**config.mk**
```make
export PLATFORM = sky130hd
export DESIGN_NAME = manchester_frame_encoder_core
export DESIGN_NICKNAME = d
export VERILOG_FILES = /design/src/hw/rtl/fmenc_pkg.sv /design/src/hw/rtl/fmenc_front.sv /design/src/hw/rtl/fmenc_queue.sv /design/src/hw/rtl/fmenc_back.sv /design/src/hw/rtl/manchester_frame_encoder_core.sv
export SDC_FILE = /design/constraint.sdc
export NUM_CORES = 1
export LEC_CHECK = 0
export BUFFER_PORTS_ARGS = -buffer_cell sky130_fd_sc_hd__buf_2
export CAP_MARGIN = 10
export CORE_ASPECT_RATIO = 0.75
export CORE_MARGIN = 8
export CORE_UTILIZATION = 60
export CTS_CLUSTER_SIZE = 40
export DETAILED_ROUTE_END_ITERATION = 16
export PLACE_DENSITY = 0.83
export SLEW_MARGIN = 20
export SYNTH_ARGS = -nofsm -noshare
export SYNTH_HDL_FRONTEND = slang
export SYNTH_SLANG_ARGS = --single-unit
```
**constraint.sdc**
```tcl
create_clock -name clk -period 3.41 [get_ports clk]
set_input_delay 0.8525 -clock clk [delete_from_list [all_inputs] [get_ports clk]]
set_output_delay 0.8525 -clock clk [all_outputs]
set_load 0.05 [all_outputs]
```
**src/hw/rtl/fmenc_pkg.sv**
```systemverilog
// Shared types, constants and coding functions for the Manchester frame encoder.
`default_nettype none
package fmenc_pkg;

	localparam logic       OP_HEADER     = 1'b0;
	localparam logic       OP_DATA       = 1'b1;

	localparam logic [7:0] CRC_POLY      = 8'h07;
	localparam logic [7:0] PREAMBLE_BYTE = 8'hAA;
	localparam logic [7:0] SYNC_BYTE     = 8'hCB;
	localparam logic [7:0] MAX_DATA_LEN  = 8'd253;
	localparam logic [7:0] LEN_OVERHEAD  = 8'd2;
	localparam logic [15:0] POST_WORD    = 16'h6600;

	localparam logic [4:0] CNT_FULL      = 5'd16;
	localparam logic [4:0] CNT_POST      = 5'd8;

	typedef logic [2:0] slot_t;

	localparam slot_t SLOT_PRE   = 3'd0;
	localparam slot_t SLOT_SYNC  = 3'd1;
	localparam slot_t SLOT_BYTE0 = 3'd2;
	localparam slot_t SLOT_TYPE  = 3'd3;
	localparam slot_t SLOT_SEQ   = 3'd4;
	localparam slot_t SLOT_CRC   = 3'd5;
	localparam slot_t SLOT_POST  = 3'd6;

	typedef struct packed {
		logic       is_hdr;
		logic       trailer;
		logic [7:0] byte0;
		logic [7:0] frame_kind;
		logic [7:0] seq_number;
		logic [7:0] crc;
	} job_t;

	function automatic logic [7:0] crc8_byte(input logic [7:0] c, input logic [7:0] b);
		logic [7:0] v;
		v = c ^ b;
		for (int k = 0; k < 8; k++) begin
			v = v[7] ? ({v[6:0], 1'b0} ^ CRC_POLY) : {v[6:0], 1'b0};
		end
		return v;
	endfunction

	function automatic logic [15:0] manch(input logic [7:0] b);
		logic [15:0] w;
		w = '0;
		for (int i = 0; i < 8; i++) begin
			w[2*i +: 2] = b[i] ? 2'b01 : 2'b10;
		end
		return w;
	endfunction

endpackage
`default_nettype wire

```
**src/hw/rtl/fmenc_front.sv**
```systemverilog
// Front end: accept items, track frame state and CRC, and issue coding jobs.
`default_nettype none
module fmenc_front (
	input  wire             clk,
	input  wire             arst_n,
	input  wire             accept,
	input  wire             operation,
	input  wire [7:0]       frame_kind,
	input  wire [7:0]       seq_number,
	input  wire [7:0]       payload_length,
	input  wire [7:0]       data_byte,
	output logic            job_valid,
	output fmenc_pkg::job_t job
);
	import fmenc_pkg::*;

	logic [7:0] crc_q;
	logic [7:0] left_q;
	logic       in_frame_q;

	logic [7:0] plen_sat;
	logic [7:0] len_byte;
	logic [7:0] hdr_crc;
	logic [7:0] dat_crc;
	logic [7:0] left_dec;
	logic [7:0] crc_d;
	logic [7:0] left_d;
	logic       in_frame_d;

	always_comb begin
		plen_sat = (payload_length > MAX_DATA_LEN) ? MAX_DATA_LEN : payload_length;
		len_byte = plen_sat + LEN_OVERHEAD;
		hdr_crc  = crc8_byte(crc8_byte(crc8_byte(8'h00, len_byte), frame_kind), seq_number);
		dat_crc  = crc8_byte(crc_q, data_byte);
		left_dec = (left_q != 8'd0) ? (left_q - 8'd1) : left_q;

		job_valid      = 1'b0;
		job.is_hdr     = 1'b0;
		job.trailer    = 1'b0;
		job.byte0      = data_byte;
		job.frame_kind = frame_kind;
		job.seq_number = seq_number;
		job.crc        = dat_crc;
		crc_d          = crc_q;
		left_d         = left_q;
		in_frame_d     = in_frame_q;

		if (operation == OP_HEADER) begin
			job_valid   = 1'b1;
			job.is_hdr  = 1'b1;
			job.byte0   = len_byte;
			job.crc     = hdr_crc;
			job.trailer = (plen_sat == 8'd0);
			if (plen_sat == 8'd0) begin
				crc_d      = 8'h00;
				left_d     = 8'd0;
				in_frame_d = 1'b0;
			end else begin
				crc_d      = hdr_crc;
				left_d     = plen_sat;
				in_frame_d = 1'b1;
			end
		end else if (in_frame_q) begin
			job_valid   = 1'b1;
			job.trailer = (left_dec == 8'd0);
			if (left_dec == 8'd0) begin
				crc_d      = 8'h00;
				left_d     = 8'd0;
				in_frame_d = 1'b0;
			end else begin
				crc_d      = dat_crc;
				left_d     = left_dec;
			end
		end

		job_valid = job_valid & accept;
	end

	always_ff @(posedge clk or negedge arst_n) begin
		if (!arst_n) begin
			crc_q      <= 8'h00;
			left_q     <= 8'd0;
			in_frame_q <= 1'b0;
		end else if (accept) begin
			crc_q      <= crc_d;
			left_q     <= left_d;
			in_frame_q <= in_frame_d;
		end
	end

endmodule
`default_nettype wire

```
**src/hw/rtl/fmenc_queue.sv**
```systemverilog
// Short job queue between the front end and the word sequencer.
`default_nettype none
module fmenc_queue #(
	parameter int DEPTH = 2
) (
	input  wire             clk,
	input  wire             arst_n,
	input  wire             wr_en,
	input  fmenc_pkg::job_t wr_job,
	output logic            full,
	input  wire             rd_en,
	output logic            rd_valid,
	output fmenc_pkg::job_t rd_job
);
	import fmenc_pkg::*;

	localparam int AW = (DEPTH > 1) ? $clog2(DEPTH) : 1;
	localparam int CW = $clog2(DEPTH + 1);
	localparam logic [AW-1:0] LAST_PTR = AW'(DEPTH - 1);
	localparam logic [CW-1:0] DEPTH_C  = CW'(DEPTH);

	job_t            mem_q [DEPTH];
	logic [AW-1:0]   wr_ptr_q;
	logic [AW-1:0]   rd_ptr_q;
	logic [CW-1:0]   count_q;
	logic            do_wr;
	logic            do_rd;

	assign full     = (count_q == DEPTH_C);
	assign rd_valid = (count_q != '0);
	assign rd_job   = mem_q[rd_ptr_q];
	assign do_wr    = wr_en & ~full;
	assign do_rd    = rd_en & rd_valid;

	always_ff @(posedge clk) begin
		if (do_wr) begin
			mem_q[wr_ptr_q] <= wr_job;
		end
	end

	always_ff @(posedge clk or negedge arst_n) begin
		if (!arst_n) begin
			wr_ptr_q <= '0;
			rd_ptr_q <= '0;
			count_q  <= '0;
		end else begin
			if (do_wr) begin
				wr_ptr_q <= (wr_ptr_q == LAST_PTR) ? '0 : wr_ptr_q + AW'(1);
			end
			if (do_rd) begin
				rd_ptr_q <= (rd_ptr_q == LAST_PTR) ? '0 : rd_ptr_q + AW'(1);
			end
			if (do_wr && !do_rd) begin
				count_q <= count_q + CW'(1);
			end else if (do_rd && !do_wr) begin
				count_q <= count_q - CW'(1);
			end
		end
	end

endmodule
`default_nettype wire

```
**src/hw/rtl/fmenc_back.sv**
```systemverilog
// Back end: step through each job's words and hold the result register.
`default_nettype none
module fmenc_back (
	input  wire             clk,
	input  wire             arst_n,
	input  wire             job_valid,
	input  fmenc_pkg::job_t job,
	output logic            job_pop,
	output logic            empty,
	input  wire             pop,
	output logic [15:0]     symbol_word,
	output logic [4:0]      symbol_count,
	output logic            last_of_run,
	output logic            frame_end
);
	import fmenc_pkg::*;

	logic [2:0]  step_q;
	logic        out_valid_q;
	logic [15:0] word_q;
	logic [4:0]  count_q;
	logic        last_q;
	logic        end_q;

	slot_t       slot;
	logic [7:0]  cur_byte;
	logic        is_last;
	logic        load;

	always_comb begin
		if (job.is_hdr) begin
			slot = step_q;
		end else begin
			unique case (step_q)
				3'd0:    slot = SLOT_BYTE0;
				3'd1:    slot = SLOT_CRC;
				default: slot = SLOT_POST;
			endcase
		end

		unique case (slot)
			SLOT_PRE:   cur_byte = PREAMBLE_BYTE;
			SLOT_SYNC:  cur_byte = SYNC_BYTE;
			SLOT_BYTE0: cur_byte = job.byte0;
			SLOT_TYPE:  cur_byte = job.frame_kind;
			SLOT_SEQ:   cur_byte = job.seq_number;
			SLOT_CRC:   cur_byte = job.crc;
			default:    cur_byte = 8'h00;
		endcase

		if (job.trailer) begin
			is_last = (slot == SLOT_POST);
		end else if (job.is_hdr) begin
			is_last = (slot == SLOT_SEQ);
		end else begin
			is_last = (slot == SLOT_BYTE0);
		end
	end

	assign load    = job_valid & (~out_valid_q | pop);
	assign job_pop = load & is_last;

	always_ff @(posedge clk or negedge arst_n) begin
		if (!arst_n) begin
			step_q      <= 3'd0;
			out_valid_q <= 1'b0;
		end else begin
			if (load) begin
				step_q <= is_last ? 3'd0 : step_q + 3'd1;
			end
			if (load) begin
				out_valid_q <= 1'b1;
			end else if (pop) begin
				out_valid_q <= 1'b0;
			end
		end
	end

	always_ff @(posedge clk) begin
		if (load) begin
			word_q  <= (slot == SLOT_POST) ? POST_WORD : manch(cur_byte);
			count_q <= (slot == SLOT_POST) ? CNT_POST : CNT_FULL;
			last_q  <= is_last;
			end_q   <= (slot == SLOT_POST);
		end
	end

	assign empty        = ~out_valid_q;
	assign symbol_word  = word_q;
	assign symbol_count = count_q;
	assign last_of_run  = last_q;
	assign frame_end    = end_q;

endmodule
`default_nettype wire

```
**src/hw/rtl/manchester_frame_encoder_core.sv**
```systemverilog
// Top level of the Manchester frame encoder with CRC-8.
//
// Input side is a queue: an item is taken on a clock edge with push high and
// full low. A header item (operation 0) opens a frame and yields five words
// (preamble, sync, length, type, sequence), plus CRC and postamble words when
// the payload length is zero. A data item (operation 1) inside a frame yields
// one word, followed by CRC and postamble after the last byte; outside a frame
// it is dropped.
// Result side is a one-entry register: the word sits on the ports while empty is
// low and leaves on an edge with pop high.
// The first word of an item passes through the job queue and then the result
// register before it is shown. The word sequencer emits one word per cycle
// while pop is held high, so data bytes other than the closing one stream at
// one item per cycle. The job queue of QUEUE_DEPTH entries lets the
// front end keep taking items while the sequencer works through a burst.
// A stalled result simply holds; full rises once the queue fills behind it.
// Reset empties the queue and result register and closes any open frame.
`default_nettype none
module manchester_frame_encoder_core #(
	parameter int QUEUE_DEPTH = 2
) (
	input  wire         clk,
	input  wire         arst_n,
	input  wire         push,
	output logic        full,
	input  wire         operation,
	input  wire  [7:0]  frame_kind,
	input  wire  [7:0]  seq_number,
	input  wire  [7:0]  payload_length,
	input  wire  [7:0]  data_byte,
	output logic        empty,
	input  wire         pop,
	output logic [15:0] symbol_word,
	output logic [4:0]  symbol_count,
	output logic        last_of_run,
	output logic        frame_end
);
	import fmenc_pkg::*;

	logic  accept;
	logic  fe_valid;
	job_t  fe_job;
	logic  q_valid;
	job_t  q_job;
	logic  q_pop;

	assign accept = push & ~full;

	fmenc_front u_front (
		.clk            (clk),
		.arst_n         (arst_n),
		.accept         (accept),
		.operation      (operation),
		.frame_kind     (frame_kind),
		.seq_number     (seq_number),
		.payload_length (payload_length),
		.data_byte      (data_byte),
		.job_valid      (fe_valid),
		.job            (fe_job)
	);

	fmenc_queue #(
		.DEPTH (QUEUE_DEPTH)
	) u_queue (
		.clk      (clk),
		.arst_n   (arst_n),
		.wr_en    (fe_valid),
		.wr_job   (fe_job),
		.full     (full),
		.rd_en    (q_pop),
		.rd_valid (q_valid),
		.rd_job   (q_job)
	);

	fmenc_back u_back (
		.clk          (clk),
		.arst_n       (arst_n),
		.job_valid    (q_valid),
		.job          (q_job),
		.job_pop      (q_pop),
		.empty        (empty),
		.pop          (pop),
		.symbol_word  (symbol_word),
		.symbol_count (symbol_count),
		.last_of_run  (last_of_run),
		.frame_end    (frame_end)
	);

endmodule
`default_nettype wire

```
==> flow_summary.json, run 1 <==
{
  "status": "finished, final reports clean",
  "ant_nets": 0,
  "stdcell_area_um2": 7140,
  "max-slew-margin-rel": 0.557,
  "ys_ff_latch": 112,
  "cts-root-buf": "clkbuf_16",
  "ir_worst_vdd_uv": 457,
  "num_rows": 32,
  "grt_max_degree": 35,
  "core_area_um2": 10300,
  "io_pins": 62,
  "grt_overflow": 0,
  "drc": 0,
  "tritoncts": "built",
  "clock-sinks": 112,
  "area_growth_pct": 12.3,
  "die_w_um": 135,
  "vias_per_cell": 6.06,
  "p_leak_uw": 0.00280,
  "gr-usage-all-layers": 0.209,
  "crit_path_end_kind": "register",
  "cts_buffers": 9,
  "max_freq_mhz": 310,
  "clkTransAtPathRegs_ps": 80,
  "synth_ff_type": "edfxtp_1",
  "tightest_slew_ps": 647,
  "async_flop_share": 0.223,
  "ys_seq_area_frac": 0.510,
  "dp.cells": 726,
  "start_util": 0.617,
  "finalWeightedCongestion": 0.948,
  "criticalPathCategory": "in2reg",
  "period_needed_ps": 3230,
  "die_y_um": 105,
  "drt_pre_antenna_iters": 5,
  "worstSetupStartpoint": "payload_length[5]",
  "routedWlPerCell_um": 19.9,
  "cpPeakStageDelay_ps": 400,
  "drive_gt1_frac": 0.228,
  "p_int_uw": 3950,
  "syn_avg_cell_area_um2": 11.9,
  "cts_hold_buf": 0,
  "synth_area_um2": 6350,
  "skew_ps": 4.66,
  "setup_violations": 0,
  "drt_wl_total_mm": 14.7,
  "yosysWarnings": 0,
  "cp_max_fo": 4,
  "hold_viol": 0,
  "dp_hpwl_mm": 10.9,
  "finalCritPeriodShare": 0.946,
  "layout.cells.non_filler": 742,
  "combPwrFrac": 0.501,
  "fin_util": 0.694,
  "cts_buffer_depth": 2,
  "setup_tns_ps": 0,
  "post_cts_resized": 0,
  "rsz0062_at_grt": "no",
  "layout_commonest_cell": "edfxtp_1",
  "dieArea_um2": 14200,
  "htreeDepth": 3,
  "switching_share": 0.427,
  "start_kind": "primary input",
  "grt_pass1_vias": 4367,
  "crit_top_cell": "xnor2_1",
  "antenna_found_initial": 0,
  "mostFrequentLayoutCells": "edfxtp_1, buf_2, xnor2_1, nor2_1",
  "powerDensity_nw_per_um2": 966,
  "grt_pass1_wl_mm": 23.2,
  "synth.distinct_cells": 81,
  "slowest_stage": "xor3_1",
  "placed_area_um2": 6850,
  "cp.required_ps": 3490,
  "clock_latency_ps": 350,
  "vias": 4495,
  "maxCapViolCount": 0,
  "clockPowerShare": 0.148,
  "slew_violations": 0,
  "nets": 645,
  "worstPathCellList": "buf_2 > nand4_4 > o21ai_4 > inv_1 > ha_1 > xor2_1 > xnor2_2 > xnor2_1 > xnor2_1 > xor3_1 > xnor2_1 > mux2i_1",
  "seqPwrFrac": 0.351,
  "portBuffers": 58,
  "synth_edf_count": 87,
  "post_cts_buffers": 0,
  "power_switching_uw": 2940,
  "drt_iter0_drc": 412,
  "arrival_ps": 3310,
  "r2r_setup_slack_ps": 620,
  "hp-class": "in2async",
  "syn_inst": 533,
  "fin_total_pwr_uw": 6890,
  "timing.rr.start": "u_back.step_q[1]$_DFFE_PN0P_",
  "antenna_cells": 0
}
critical path, delay by kind of cell:
| family | cells | cell delay [ps] |
|---|---|---|
| buffers and inverters | 2 | 220 |
| AOI/OAI and AO/OA | 1 | 140 |
| muxes | 1 | 140 |
| xor gates and xnor gates | 6 | 1460 |
| and+or+nand+nor | 1 | 120 |
| adders and majority gates | 1 | 370 |
stage by stage:
stage	setup slack (ps)	hold WS (ps)
after CTS	217	517
after global routing	46.4	528
after detailed placement	-154	508
final	183	512
after global placement	43.1	486
after floorplan	6.91	460
logic make-up after synthesis:
group | share of synthesized area
muxes | 0.0622
buffers and inverters | 0.0400
xor gates and xnor gates | 0.145
other | 0.000590
AOI/OAI and AO/OA | 0.113
and+or+nand+nor | 0.115
adders and majority gates | 0.0138
DFF | 0.510
final cells by class:
class | instances | area [um2]
Sequential cell | 112 | 3240
Fill cell | 713 | 3150
Multi-Input combinational cell | 373 | 2880
Timing Repair Buffer | 85 | 493
Clock buffer | 9 | 225
Tap cell | 136 | 170
Inverter | 20 | 75.1
Clock inverter | 7 | 57.6
per-layer routing:
| layer | track usage | up-vias | part of all wire |
|---|---|---|---|
| li1 | - | 2066 | - |
| met1 | 0.283 | 2161 | 0.41 |
| met2 | 0.335 | 238 | 0.48 |
| met3 | 0.0435 | 30 | 0.091 |
| met4 | 0.0560 | 0 | 0.016 |
| met5 | 0 | - | 0 |
worst paths after layout:
| path | cells past startpoint | endpoint |
|---|---|---|
| max | 12 | u_queue.mem_q[0][6]$_DFFE_PP_ |
| min | 1 | u_front.left_q[4]$_DFFE_PN0P_ |
| max reg2reg | 7 | u_back.symbol_word[8]$_SDFFCE_PP0P_ |
| min reg2reg | 1 | u_queue.wr_ptr_q$_DFFE_PN0P_ |
| max in group asynchronous | 1 | u_queue.rd_ptr_q$_DFFE_PN0P_ |
| min in group clk | 1 | u_queue.wr_ptr_q$_DFFE_PN0P_ |
power groups by stage:
stage / sequential, uW / combinational (uW) / clock, uW
2_1_floorplan: 2760 / 2230 / 0
6_report: 2420 / 3450 / 1020
3_3_place_gp: 2410 / 3280 / 0
4_1_cts: 2410 / 3430 / 1030
5_1_grt: 2470 / 3720 / 1080
3_5_place_dp: 2440 / 3400 / 0
sequential cells by signal, summed over array words and instances (netlist names):
name                 cells
u_front.in_frame_q       1
u_back.symbol_count      2
u_back.last_of_run       1
u_back.step_q            3
u_front.left_q           8
u_queue.rd_ptr_q         1
u_front.crc_q            8
u_back.symbol_word      16
u_queue.mem_q           68
u_back.out_valid_q       1
u_queue.count_q          2
u_queue.wr_ptr_q         1
cells in the mapped netlist (5+ instances only):
master | number | area share
mux2_2 | 8 | 0.014
xnor2_2 | 5 | 0.013
nand2_1 | 29 | 0.017
inv_1 | 16 | 0.0095
clkbuf_1 | 9 | 0.0053
or3_1 | 5 | 0.0049
a22oi_1 | 7 | 0.0083
nor2_1 | 47 | 0.028
xnor2_1 | 47 | 0.065
o21ai_0 | 19 | 0.015
dfrtp_1 | 25 | 0.098
mux2i_1 | 29 | 0.046
xor2_1 | 23 | 0.032
nand3_1 | 10 | 0.0079
nand2b_1 | 7 | 0.0069
ha_1 | 7 | 0.014
o211ai_1 | 5 | 0.0059
nor3_1 | 8 | 0.0063
buf_2 | 8 | 0.0063
a21oi_1 | 21 | 0.017
a31oi_1 | 5 | 0.0049
buf_4 | 7 | 0.0083
xnor3_1 | 5 | 0.018
edfxtp_1 | 87 | 0.41
(Power assumes the default switching activity.)
==> run 2, diff against run 1 <==
==> constraint.sdc (replaced) <==
create_clock -name clk -period 3.15 [get_ports clk]
set_input_delay 0.7875 -clock clk [delete_from_list [all_inputs] [get_ports clk]]
set_output_delay 0.7875 -clock clk [all_outputs]
set_load 0.05 [all_outputs]
==> run 2 against run 1 <==
  * Clock skew shrank 0.72 ps
  * Global-route usage grew 0.32 points
  * Final cell count up 1.2%
  * Register-to-register slack lost 130 ps
  * Clock power grew 8%
  * Non-clock buffer count up 9
  * Combinational power grew 11%
  * Sequential share of layout area decreased by 0.64 points
  * Core utilization increased by 1.0 points
==> flow_summary.json, run 2 (synthesized netlist as in run 1, its figures left out) <==
{
  "post_cts_buffers": 0,
  "skew_ps": 3.94,
  "cp_num_cells": 12,
  "finalCritPeriodShare": 0.913,
  "criticalPathCategory": "in2reg",
  "dp.cells": 735,
  "gr-usage-all-layers": 0.212,
  "cp.required_ps": 3230,
  "htreeDepth": 3,
  "area_growth_pct": 14.0,
  "cp_max_fo": 4,
  "worstSetupStartpoint": "payload_length[5]",
  "vias": 4474,
  "num-fill-cells": 707,
  "critPathBufInv": 2,
  "hold_viol": 0,
  "portBuffers": 58,
  "cts-root-buf": "clkbuf_16",
  "die_w_um": 135,
  "start_util": 0.617,
  "grt.met2_usage": 0.347,
  "drt_wl_total_mm": 14.9,
  "clkTransAtPathRegs_ps": 70,
  "use_met1": 0.277,
  "vias_per_cell": 5.96,
  "hp-class": "in2async",
  "worstPathCellList": "buf_2 > nand4_4 > o21ai_4 > inv_2 > ha_4 > xor2_2 > xnor2_2 > xnor2_1 > xnor2_1 > xor3_1 > xnor2_1 > mux2i_1",
  "ant_nets": 0,
  "period_needed_ps": 2880,
  "layout_commonest_cell": "edfxtp_1",
  "fin_util": 0.704,
  "ir_worst_vdd_uv": 492,
  "r2r-end": "u_back.symbol_word[8]$_SDFFCE_PP0P_",
  "grt_pass1_wl_mm": 23.6,
  "slew_violations": 0,
  "mostFrequentLayoutCells": "edfxtp_1, buf_2, nor2_1, xnor2_1, buf_4",
  "busiest_layer": "met2",
  "dieArea_um2": 14200,
  "layout.cells.non_filler": 751,
  "p_leak_uw": 0.00285,
  "grt_pass1_vias": 4496,
  "max_freq_mhz": 348,
  "routedWlPerCell_um": 19.8,
  "setup_violations": 0,
  "multi_input_area_um2": 2910,
  "cts_buffer_depth": 2,
  "drt_iter0_drc": 435,
  "setup_tns_ps": 0,
  "antenna_found_initial": 0,
  "powerDensity_nw_per_um2": 1040,
  "r2r_setup_slack_ps": 490,
  "crit_path_end": "u_queue.mem_q[0][6]$_DFFE_PP_",
  "timing.rr.start": "u_back.step_q[1]$_DFFE_PN0P_",
  "nets": 654,
  "core_area_um2": 10300,
  "finalWeightedCongestion": 0.886,
  "post_cts_resized": 0,
  "crit_family": "XOR/XNOR gates",
  "largest-register": "u_queue.mem_q",
  "clock-sinks": 112,
  "grt_use_met3": 0.0488,
  "crit_top_cell": "xnor2_1",
  "grt_overflow": 0,
  "status": "finished, final reports clean",
  "largest_register_ffs": 68,
  "tritoncts": "built",
  "cpPeakStageDelay_ps": 310,
  "num_rows": 32,
  "ff2ff_path_depth": 7,
  "cts_buffers": 9,
  "rsz0062_at_grt": "no",
  "holdWs_ps": 440,
  "die_y_um": 105,
  "dp_hpwl_mm": 11.1,
  "antenna_cells": 0,
  "clock_latency_ps": 340,
  "start_kind": "primary input",
  "tightest_slew_ps": 995,
  "arrival_ps": 2960,
  "seq_area_um2": 3240,
  "drc": 0,
  "drive_gt1_frac": 0.246,
  "max-slew-margin-rel": 0.334,
  "grt_max_degree": 35,
  "io_pins": 62,
  "maxCapViolCount": 0,
  "drt_pre_antenna_iters": 5,
  "slowest_stage": "ha_4",
  "crit_path_end_kind": "register",
  "cts_hold_buf": 0
}
run 2: layout make-up:
cell class / instances / share of cell area
inverters: 20 / 0.0104
flip-flops and latches: 112 / 0.447
clock inverters: 7 / 0.00795
well taps: 136 / 0.0235
multi-input cells: 373 / 0.402
repair buffers: 94 / 0.0774
clock buffers: 9 / 0.0311
run 2: how the worst min path moves through the flow:
stage	start	to	slack [ps]	cells past startpoint
final	arst_n	u_front.left_q[4]$_DFFE_PN0P_	440	1
after global routing	arst_n	u_front.left_q[4]$_DFFE_PN0P_	480	1
after CTS	arst_n	u_front.left_q[4]$_DFFE_PN0P_	450	1
after detailed placement	u_back.out_valid_q$_DFFE_PN0P_	u_back.out_valid_q$_DFFE_PN0P_	500	2
after global placement	u_back.out_valid_q$_DFFE_PN0P_	u_back.out_valid_q$_DFFE_PN0P_	490	2
after floorplan	u_back.out_valid_q$_DFFE_PN0P_	u_back.out_valid_q$_DFFE_PN0P_	460	2
run 2: layer usage:
metal	routed length, um	share of wire
met5	0	0
met4	318	0.021
met3	1310	0.088
met2	7130	0.48
met1	6100	0.41
run 2: report_power, final:
group / total [uW] / leakage [uW] / internal (uW) / switching [uW]
combinational: 3820 / 0.00161 / 1470 / 2360
clock: 1100 / 0.000142 / 553 / 542
sequential: 2610 / 0.00110 / 2320 / 292
total: 7530 / 0.00285 / 4340 / 3190
run 2: stage by stage:
stage                     area, um2  setup slack [ps]  power, uW
after floorplan                6430             -53.2       5420
after global placement         6960              7.32       6250
after detailed placement       6960             -72.4       6400
after CTS                      7240               300       7520
after global routing           7240              81.8       7950
final                          7240               274       7530
